**src/rtl/irrpump_pkg.sv**
```systemverilog
`default_nettype none

package irrpump_pkg;

	localparam int MOIST_W = 7;
	localparam int CFG_W = 16;
	localparam int TIME_BITS_DEF = 16;
	localparam int CFG_IDX_W = 3;

	localparam logic [MOIST_W-1:0] MIN_MOIST_RST = 7'd30;
	localparam logic [MOIST_W-1:0] MAX_MOIST_RST = 7'd70;
	localparam logic [CFG_W-1:0] CHECK_INT_RST = 16'd10;
	localparam logic [CFG_W-1:0] MAX_WATER_RST = 16'd60;
	localparam logic [CFG_W-1:0] MANUAL_DUR_RST = 16'd30;
	localparam logic [CFG_W-1:0] LOCKOUT_RST = 16'd300;

	typedef enum logic [CFG_IDX_W-1:0] {
		REG_MIN_MOISTURE    = 3'd0,
		REG_MAX_MOISTURE    = 3'd1,
		REG_CHECK_INTERVAL  = 3'd2,
		REG_MAX_WATER_TIME  = 3'd3,
		REG_MANUAL_DURATION = 3'd4,
		REG_LOCKOUT_TIME    = 3'd5
	} cfg_reg_t;

	typedef enum logic [1:0] {
		OFF_NONE      = 2'd0,
		OFF_MOIST_MAX = 2'd1,
		OFF_MAX_TIME  = 2'd2,
		OFF_MANUAL    = 2'd3
	} off_cause_t;

	typedef struct packed {
		logic [MOIST_W-1:0] moisture;
		logic               manual_mode;
		logic               manual_start;
	} tick_t;

	typedef struct packed {
		logic       pump_on;
		logic       turned_on;
		off_cause_t off_cause;
		logic       sensor_checked;
	} result_t;

endpackage

`default_nettype wire

```
**src/rtl/irrigation_pump_hysteresis_control.sv**
```systemverilog
// channel   | handshake                      | payload
// tick      | tick_valid / tick_stall        | tick (moisture, manual_mode, manual_start)
// result    | result_valid / result_stall    | result (pump_on, turned_on, off_cause, ...)
// config    | wr_en (no wait)                | wr_index, wr_data
//
// one item per cycle sustained while the result is not stalled; the accepting edge loads the
// input register, and the state update and the result register load follow as the item moves on.
// arst_n clears the pump state and the valids, and sets the second counters and the config registers to defaults.
// a stalled result holds; tick_stall is high only while the input register holds an
// item and the result register holds a stalled one.
`default_nettype none

module irrigation_pump_hysteresis_control
	import irrpump_pkg::*;
#(
	parameter int TIME_BITS = TIME_BITS_DEF
) (
	input  wire                  clk,
	input  wire                  arst_n,
	input  wire                  tick_valid,
	output logic                 tick_stall,
	input  tick_t                tick,
	output logic                 result_valid,
	input  wire                  result_stall,
	output result_t              result,
	input  wire                  wr_en,
	input  wire  [CFG_IDX_W-1:0] wr_index,
	input  wire  [CFG_W-1:0]     wr_data
);

	localparam int CMP_W = (TIME_BITS > CFG_W) ? TIME_BITS : CFG_W;
	localparam logic [TIME_BITS-1:0] TIME_MAX = {TIME_BITS{1'b1}};

	logic [MOIST_W-1:0] min_moist_q, max_moist_q;
	logic [CFG_W-1:0]   check_int_q, max_water_q, manual_dur_q, lockout_q;

	logic                 pump_q, mact_q;
	logic [TIME_BITS-1:0] since_check_q, since_wend_q, since_pact_q, since_mstart_q;

	logic  valid_s1;
	tick_t tick_s1;

	logic    move_s1;
	logic    pump_d, mact_d;
	logic [TIME_BITS-1:0] sc_d, swe_d, spa_d, sms_d;
	result_t res_d;

	function automatic logic [TIME_BITS-1:0] tick_up(input logic [TIME_BITS-1:0] c);
		return (c == TIME_MAX) ? TIME_MAX : c + 1'b1;
	endfunction

	function automatic logic reached(input logic [TIME_BITS-1:0] c,
	                                 input logic [CFG_W-1:0] thr);
		return (CMP_W'(c) >= CMP_W'(thr)) || (c == TIME_MAX);
	endfunction

	assign move_s1 = valid_s1 && (!result_valid || !result_stall);
	assign tick_stall = valid_s1 && !move_s1;

	always_comb begin
		logic was_on, turn_on, off_now;
		sc_d = tick_up(since_check_q);
		swe_d = tick_up(since_wend_q);
		spa_d = tick_up(since_pact_q);
		sms_d = tick_up(since_mstart_q);
		pump_d = pump_q;
		mact_d = mact_q;
		was_on = pump_q;
		turn_on = 1'b0;
		off_now = 1'b0;
		res_d = '0;
		res_d.off_cause = OFF_NONE;
		if (tick_s1.manual_mode) begin
			if (pump_q && mact_q && reached(sms_d, manual_dur_q)) begin
				pump_d = 1'b0;
				mact_d = 1'b0;
				spa_d = '0;
				res_d.off_cause = OFF_MANUAL;
			end
			if (tick_s1.manual_start) begin
				if (!pump_d) begin
					pump_d = 1'b1;
					spa_d = '0;
					res_d.turned_on = 1'b1;
				end
				mact_d = 1'b1;
				sms_d = '0;
			end
		end else if (reached(sc_d, check_int_q)) begin
			sc_d = '0;
			res_d.sensor_checked = 1'b1;
			turn_on = (tick_s1.moisture < min_moist_q) && reached(swe_d, lockout_q)
			          && !pump_q;
			if (turn_on) begin
				pump_d = 1'b1;
				spa_d = '0;
				res_d.turned_on = 1'b1;
			end
			if (pump_d) begin
				if (tick_s1.moisture >= max_moist_q) begin
					off_now = 1'b1;
					res_d.off_cause = OFF_MOIST_MAX;
				end else if (reached(spa_d, max_water_q)) begin
					off_now = 1'b1;
					res_d.off_cause = OFF_MAX_TIME;
				end
			end
			if (off_now) begin
				pump_d = 1'b0;
				mact_d = 1'b0;
				spa_d = '0;
			end
			if (was_on && !pump_d) begin
				swe_d = '0;
			end
		end
		res_d.pump_on = pump_d;
	end

	always_ff @(posedge clk or negedge arst_n) begin
		if (!arst_n) begin
			min_moist_q <= MIN_MOIST_RST;
			max_moist_q <= MAX_MOIST_RST;
			check_int_q <= CHECK_INT_RST;
			max_water_q <= MAX_WATER_RST;
			manual_dur_q <= MANUAL_DUR_RST;
			lockout_q <= LOCKOUT_RST;
		end else if (wr_en) begin
			unique case (wr_index)
				REG_MIN_MOISTURE:    min_moist_q <= wr_data[MOIST_W-1:0];
				REG_MAX_MOISTURE:    max_moist_q <= wr_data[MOIST_W-1:0];
				REG_CHECK_INTERVAL:  check_int_q <= wr_data;
				REG_MAX_WATER_TIME:  max_water_q <= wr_data;
				REG_MANUAL_DURATION: manual_dur_q <= wr_data;
				REG_LOCKOUT_TIME:    lockout_q <= wr_data;
				default: ;
			endcase
		end
	end

	always_ff @(posedge clk or negedge arst_n) begin
		if (!arst_n) begin
			valid_s1 <= 1'b0;
		end else if (!tick_stall) begin
			valid_s1 <= tick_valid;
		end
	end

	always_ff @(posedge clk) begin
		if (!tick_stall && tick_valid) begin
			tick_s1 <= tick;
		end
	end

	always_ff @(posedge clk or negedge arst_n) begin
		if (!arst_n) begin
			pump_q <= 1'b0;
			mact_q <= 1'b0;
			since_check_q <= TIME_MAX;
			since_wend_q <= TIME_MAX;
			since_pact_q <= TIME_MAX;
			since_mstart_q <= '0;
			result_valid <= 1'b0;
		end else begin
			if (move_s1) begin
				pump_q <= pump_d;
				mact_q <= mact_d;
				since_check_q <= sc_d;
				since_wend_q <= swe_d;
				since_pact_q <= spa_d;
				since_mstart_q <= sms_d;
				result_valid <= 1'b1;
			end else if (!result_stall) begin
				result_valid <= 1'b0;
			end
		end
	end

	always_ff @(posedge clk) begin
		if (move_s1) begin
			result <= res_d;
		end
	end

	a_off_means_stopped: assert property (@(posedge clk) disable iff (!arst_n)
		result_valid && result.sensor_checked && (result.off_cause != OFF_NONE)
		|-> !result.pump_on)
		else $error("pump reported on after an auto switch-off");

	a_on_reported: assert property (@(posedge clk) disable iff (!arst_n)
		result_valid && result.turned_on && (result.off_cause == OFF_NONE)
		|-> result.pump_on)
		else $error("switch-on reported but pump off");

	a_check_not_manual: assert property (@(posedge clk) disable iff (!arst_n)
		result_valid && result.sensor_checked |-> (result.off_cause != OFF_MANUAL))
		else $error("manual switch-off during an auto evaluation");

	a_result_matches_state: assert property (@(posedge clk) disable iff (!arst_n)
		move_s1 |=> result_valid && (result.pump_on == pump_q))
		else $error("result pump state differs from stored state");

	a_manual_needs_pump: assert property (@(posedge clk) disable iff (!arst_n)
		mact_q |-> pump_q)
		else $error("manual run active with pump off");

endmodule

`default_nettype wire
```
**config.mk**
```make
export PLATFORM = sky130hd
export DESIGN_NAME = irrigation_pump_hysteresis_control
export DESIGN_NICKNAME = d
export VERILOG_FILES = /design/src/rtl/irrpump_pkg.sv /design/src/rtl/irrigation_pump_hysteresis_control.sv
export SDC_FILE = /design/constraint.sdc
export NUM_CORES = 1
export LEC_CHECK = 0
export BUFFER_PORTS_ARGS = -buffer_cell sky130_fd_sc_hd__buf_2
export CAP_MARGIN = 20
export CORE_MARGIN = 5
export CORE_UTILIZATION = 25
export DETAILED_ROUTE_END_ITERATION = 16
export PLACE_DENSITY = 0.44
export SYNTH_ARGS = -nofsm -noshare
export SYNTH_HDL_FRONTEND = slang
export SYNTH_SLANG_ARGS = --single-unit
```
**constraint.sdc**
```tcl
create_clock -name clk -period 5.6 [get_ports clk]
set_clock_uncertainty 0.1 [all_clocks]
set_input_delay 0 -clock clk [delete_from_list [all_inputs] [get_ports clk]]
set_output_delay 0 -clock clk [all_outputs]
set_load 0.02 [all_outputs]
```
==> results.json <==
{
  "die_area_um2": 44100,
  "multi_input_area_um2": 5350,
  "start_util_pct": 25.2,
  "synth_cell_types": 74,
  "final_core_util_pct": 30.0,
  "fillers": 4219,
  "fin_cells": 1683,
  "via_count": 8079,
  "maxCapViolCount": 0,
  "clock_path_buffers": 2,
  "cts_made_buffers": 17,
  "final_cell_mix": "138 x nand2_1, 94 x inv_1, 81 x ha_1",
  "hold_start": "wr_index[2]",
  "fmax_mhz": 187,
  "clkSinkCount": 160,
  "power.leakage_nw": 5.11,
  "htreeDepth": 4,
  "antenna_found_initial": 0,
  "grt_max_degree": 86,
  "cts-root-buf": "clkbuf_16",
  "gp_congestion": 0.772,
  "final_nets": 1259,
  "setup_viol": 0,
  "worst_pin_slew_ns": 0.927,
  "synth_warnings": 0,
  "period_needed_ns": 5.34,
  "clkLatencyLatePin_ns": 0.45,
  "num_io_pins": 40,
  "die_h_um": 210,
  "synth-seq-cells": 160,
  "antennaDiodeCount": 0,
  "regArea_um2": 4160,
  "use_met1_pct": 18.0,
  "fp.coreArea_um2": 39600,
  "grt_pass1_vias": 7844,
  "netlist_instances": 1069,
  "ir_drop_v": 0.000246,
  "synth-async-reset-ratio_pct": 91.3,
  "syn_area_um2": 10000,
  "crit_path_start": "since_wend_q[11]$_DFFE_PN1P_",
  "clk_pin_slew_ns": 0.08,
  "wl_per_cell_um": 16.7,
  "worstSetupPathType": "reg -> reg",
  "arrival_ns": 5.59,
  "area_delta_synth_final_pct": 18.8,
  "die_w_um": 210,
  "grt_pass1_wl_mm": 44.6,
  "rr_endpoint": "since_pact_q[2]$_DFFE_PN1P_",
  "globalRoute.busiestLayer": "met2",
  "reg2regPathDepth": 23,
  "crit_path_start_kind": "flip-flop",
  "grt.total_usage_pct": 12.6,
  "end_kind": "flip-flop",
  "drc_errors": 0,
  "place_inst": 1609,
  "drt_iter0_drc": 494,
  "fin_crit_sh_pct": 95.4,
  "powerDensity_nw_per_um2": 319,
  "synth_nets": 1183,
  "dpl_worst_slack_ns": 0.102,
  "synth-edff-count": 14,
  "drive_gt1_share_pct": 19.8,
  "num_rows": 73,
  "required_ns": 5.85,
  "antenna_left": 0,
  "fin_ws_ns": 0.258,
  "routed_via_density": 4.80,
  "port_buffers": 39,
  "slew_headroom_pct": 37.9,
  "final_common_cell": "nand2_1",
  "crit_end": "since_pact_q[2]$_DFFE_PN1P_",
  "first_pass_iters": 5,
  "grt_use_met2_pct": 20.2,
  "status": "finished, final reports clean",
  "overflow": 0,
  "ys.flop_type": "dfrtp_1",
  "wl_mm": 28.2,
  "dp_hpwl_mm": 20.0,
  "r2r_slack_ns": 0.26,
  "critPathMaxFanout": 13,
  "drv_slew": 0,
  "r2r-start": "since_wend_q[11]$_DFFE_PN1P_",
  "worst_hold_path_type": "in -> reg",
  "cts_tree": "yes",
  "hold_viol_final": 0,
  "seq_area_frac_synth_pct": 41.6,
  "syn_avg_cell_area_um2": 9.35,
  "globalRouteMet3Util_pct": 2.37
}
## Yosys cell counts, drive strengths merged, types with 14 or more instances
library cell    n  area share [%]
o21ai          82             4.1
nand3          33             1.7
a211oi         14             1.1
a21oi          49             2.5
ha             81              10
a22o           29             2.5
xor2           15             1.3
edfxtp         14             4.2
clkbuf         32             1.2
nor2           47             1.8
xnor2          16             1.4
nor3           17            0.90
nand2b         15            0.94
inv            95             3.6
a21o           18             1.4
dfstp          69              18
mux2           39             4.4
nand4          31             2.1
nand2         139             5.2
dfrtp          77              19
## report_power, final
part / total [mW] / switching [mW] / internal [mW]
registers: 1.60 / 0.171 / 1.43
clock network: 1.16 / 0.540 / 0.623
logic: 1.02 / 0.575 / 0.449
## cell type report
class | instances | share of cell area [%]
repair buffers | 100 | 6.69
inverters | 96 | 3.03
clock inverters | 12 | 1.04
clock buffers | 20 | 3.67
flip-flops and latches | 160 | 35.0
well taps | 525 | 5.53
multi-input cells | 770 | 45.0
## sequential cells by signal (all words and copies together) (netlist names), 7 cells and up
register	cells
lockout_q	16
since_pact_q	16
manual_dur_q	16
since_check_q	16
since_wend_q	16
tick_s1	9
min_moist_q	7
max_moist_q	7
max_water_q	16
since_mstart_q	16
check_int_q	16
## cell families (layout without fill, tap and decap cells)
family                     after synthesis  in the layout  share of synthesized area, %
xor gates and xnor gates                31             31                          2.72
DFF                                    160            160                          41.6
adders and majority gates               81             81                          10.1
muxes                                   48             48                          5.29
and+or+nand+nor                        341            341                          16.9
AOI/OAI and AO/OA                      268            269                          17.8
buffers and inverters                  140            228                          5.51
## stage by stage
stage | setup TNS [ns] | cell area (um^2) | total power, mW | hold slack, ns
final | 0 | 11900 | 3.79 | 0.0704
after global routing | -0.0287 | 11900 | 4.05 | 0.104
after CTS | 0 | 11700 | 3.83 | 0.0167
after detailed placement | 0 | 10800 | 2.62 | 0.0297
after global placement | 0 | 10800 | 2.61 | 0.0347
after floorplan | 0 | 10000 | 2.28 | -0.396
## critical path, stage by stage, from the launching register on
cell and delay (ns):
dfstp_2 0.56, and3_4 0.20, and4_2 0.28, nand3_2 0.13, buf_4 0.18, nand2_1 0.09
ha_1 0.24, o21a_1 0.17, o211ai_1 0.22, a211oi_1 0.11, a211o_1 0.33, a41oi_4 0.26
nor3_4 0.09, buf_12 0.17, a21oi_1 0.12, ha_1 0.28, a2111o_1 0.36, a31oi_1 0.13
o21ai_0 0.11, a21oi_1 0.17, buf_4 0.17, nand4_1 0.17, o2111a_2 0.33, a311oi_1 0.25
## worst min path at each step
stage	end	slack [ns]	cells past startpoint
after global placement	since_mstart_q[12]$_DFFE_PN0P_	0.03	1
after global routing	manual_dur_q[3]$_DFFE_PN1P_	0.10	6
after CTS	check_int_q[3]$_DFFE_PN1P_	0.02	4
final	manual_dur_q[3]$_DFFE_PN1P_	0.07	6
after detailed placement	manual_dur_q[11]$_DFFE_PN0P_	0.03	1
after floorplan	check_int_q[0]$_DFFE_PN0P_	-0.40	0
## per-layer routing
metal / up-vias / part of all wire [%]
li1: 3988 / -
met1: 3956 / 50
met2: 115 / 46
met3: 20 / 3.1
met4: 0 / 1.0
met5: - / 0
## timing repair
item,CTS,global route
hold buffers,31,2
setup buffers,0,6
resized for setup,0,8
setup endpoints to repair,0,35
endpoints found under the hold margin,134,1
(Power assumes the default switching activity.)
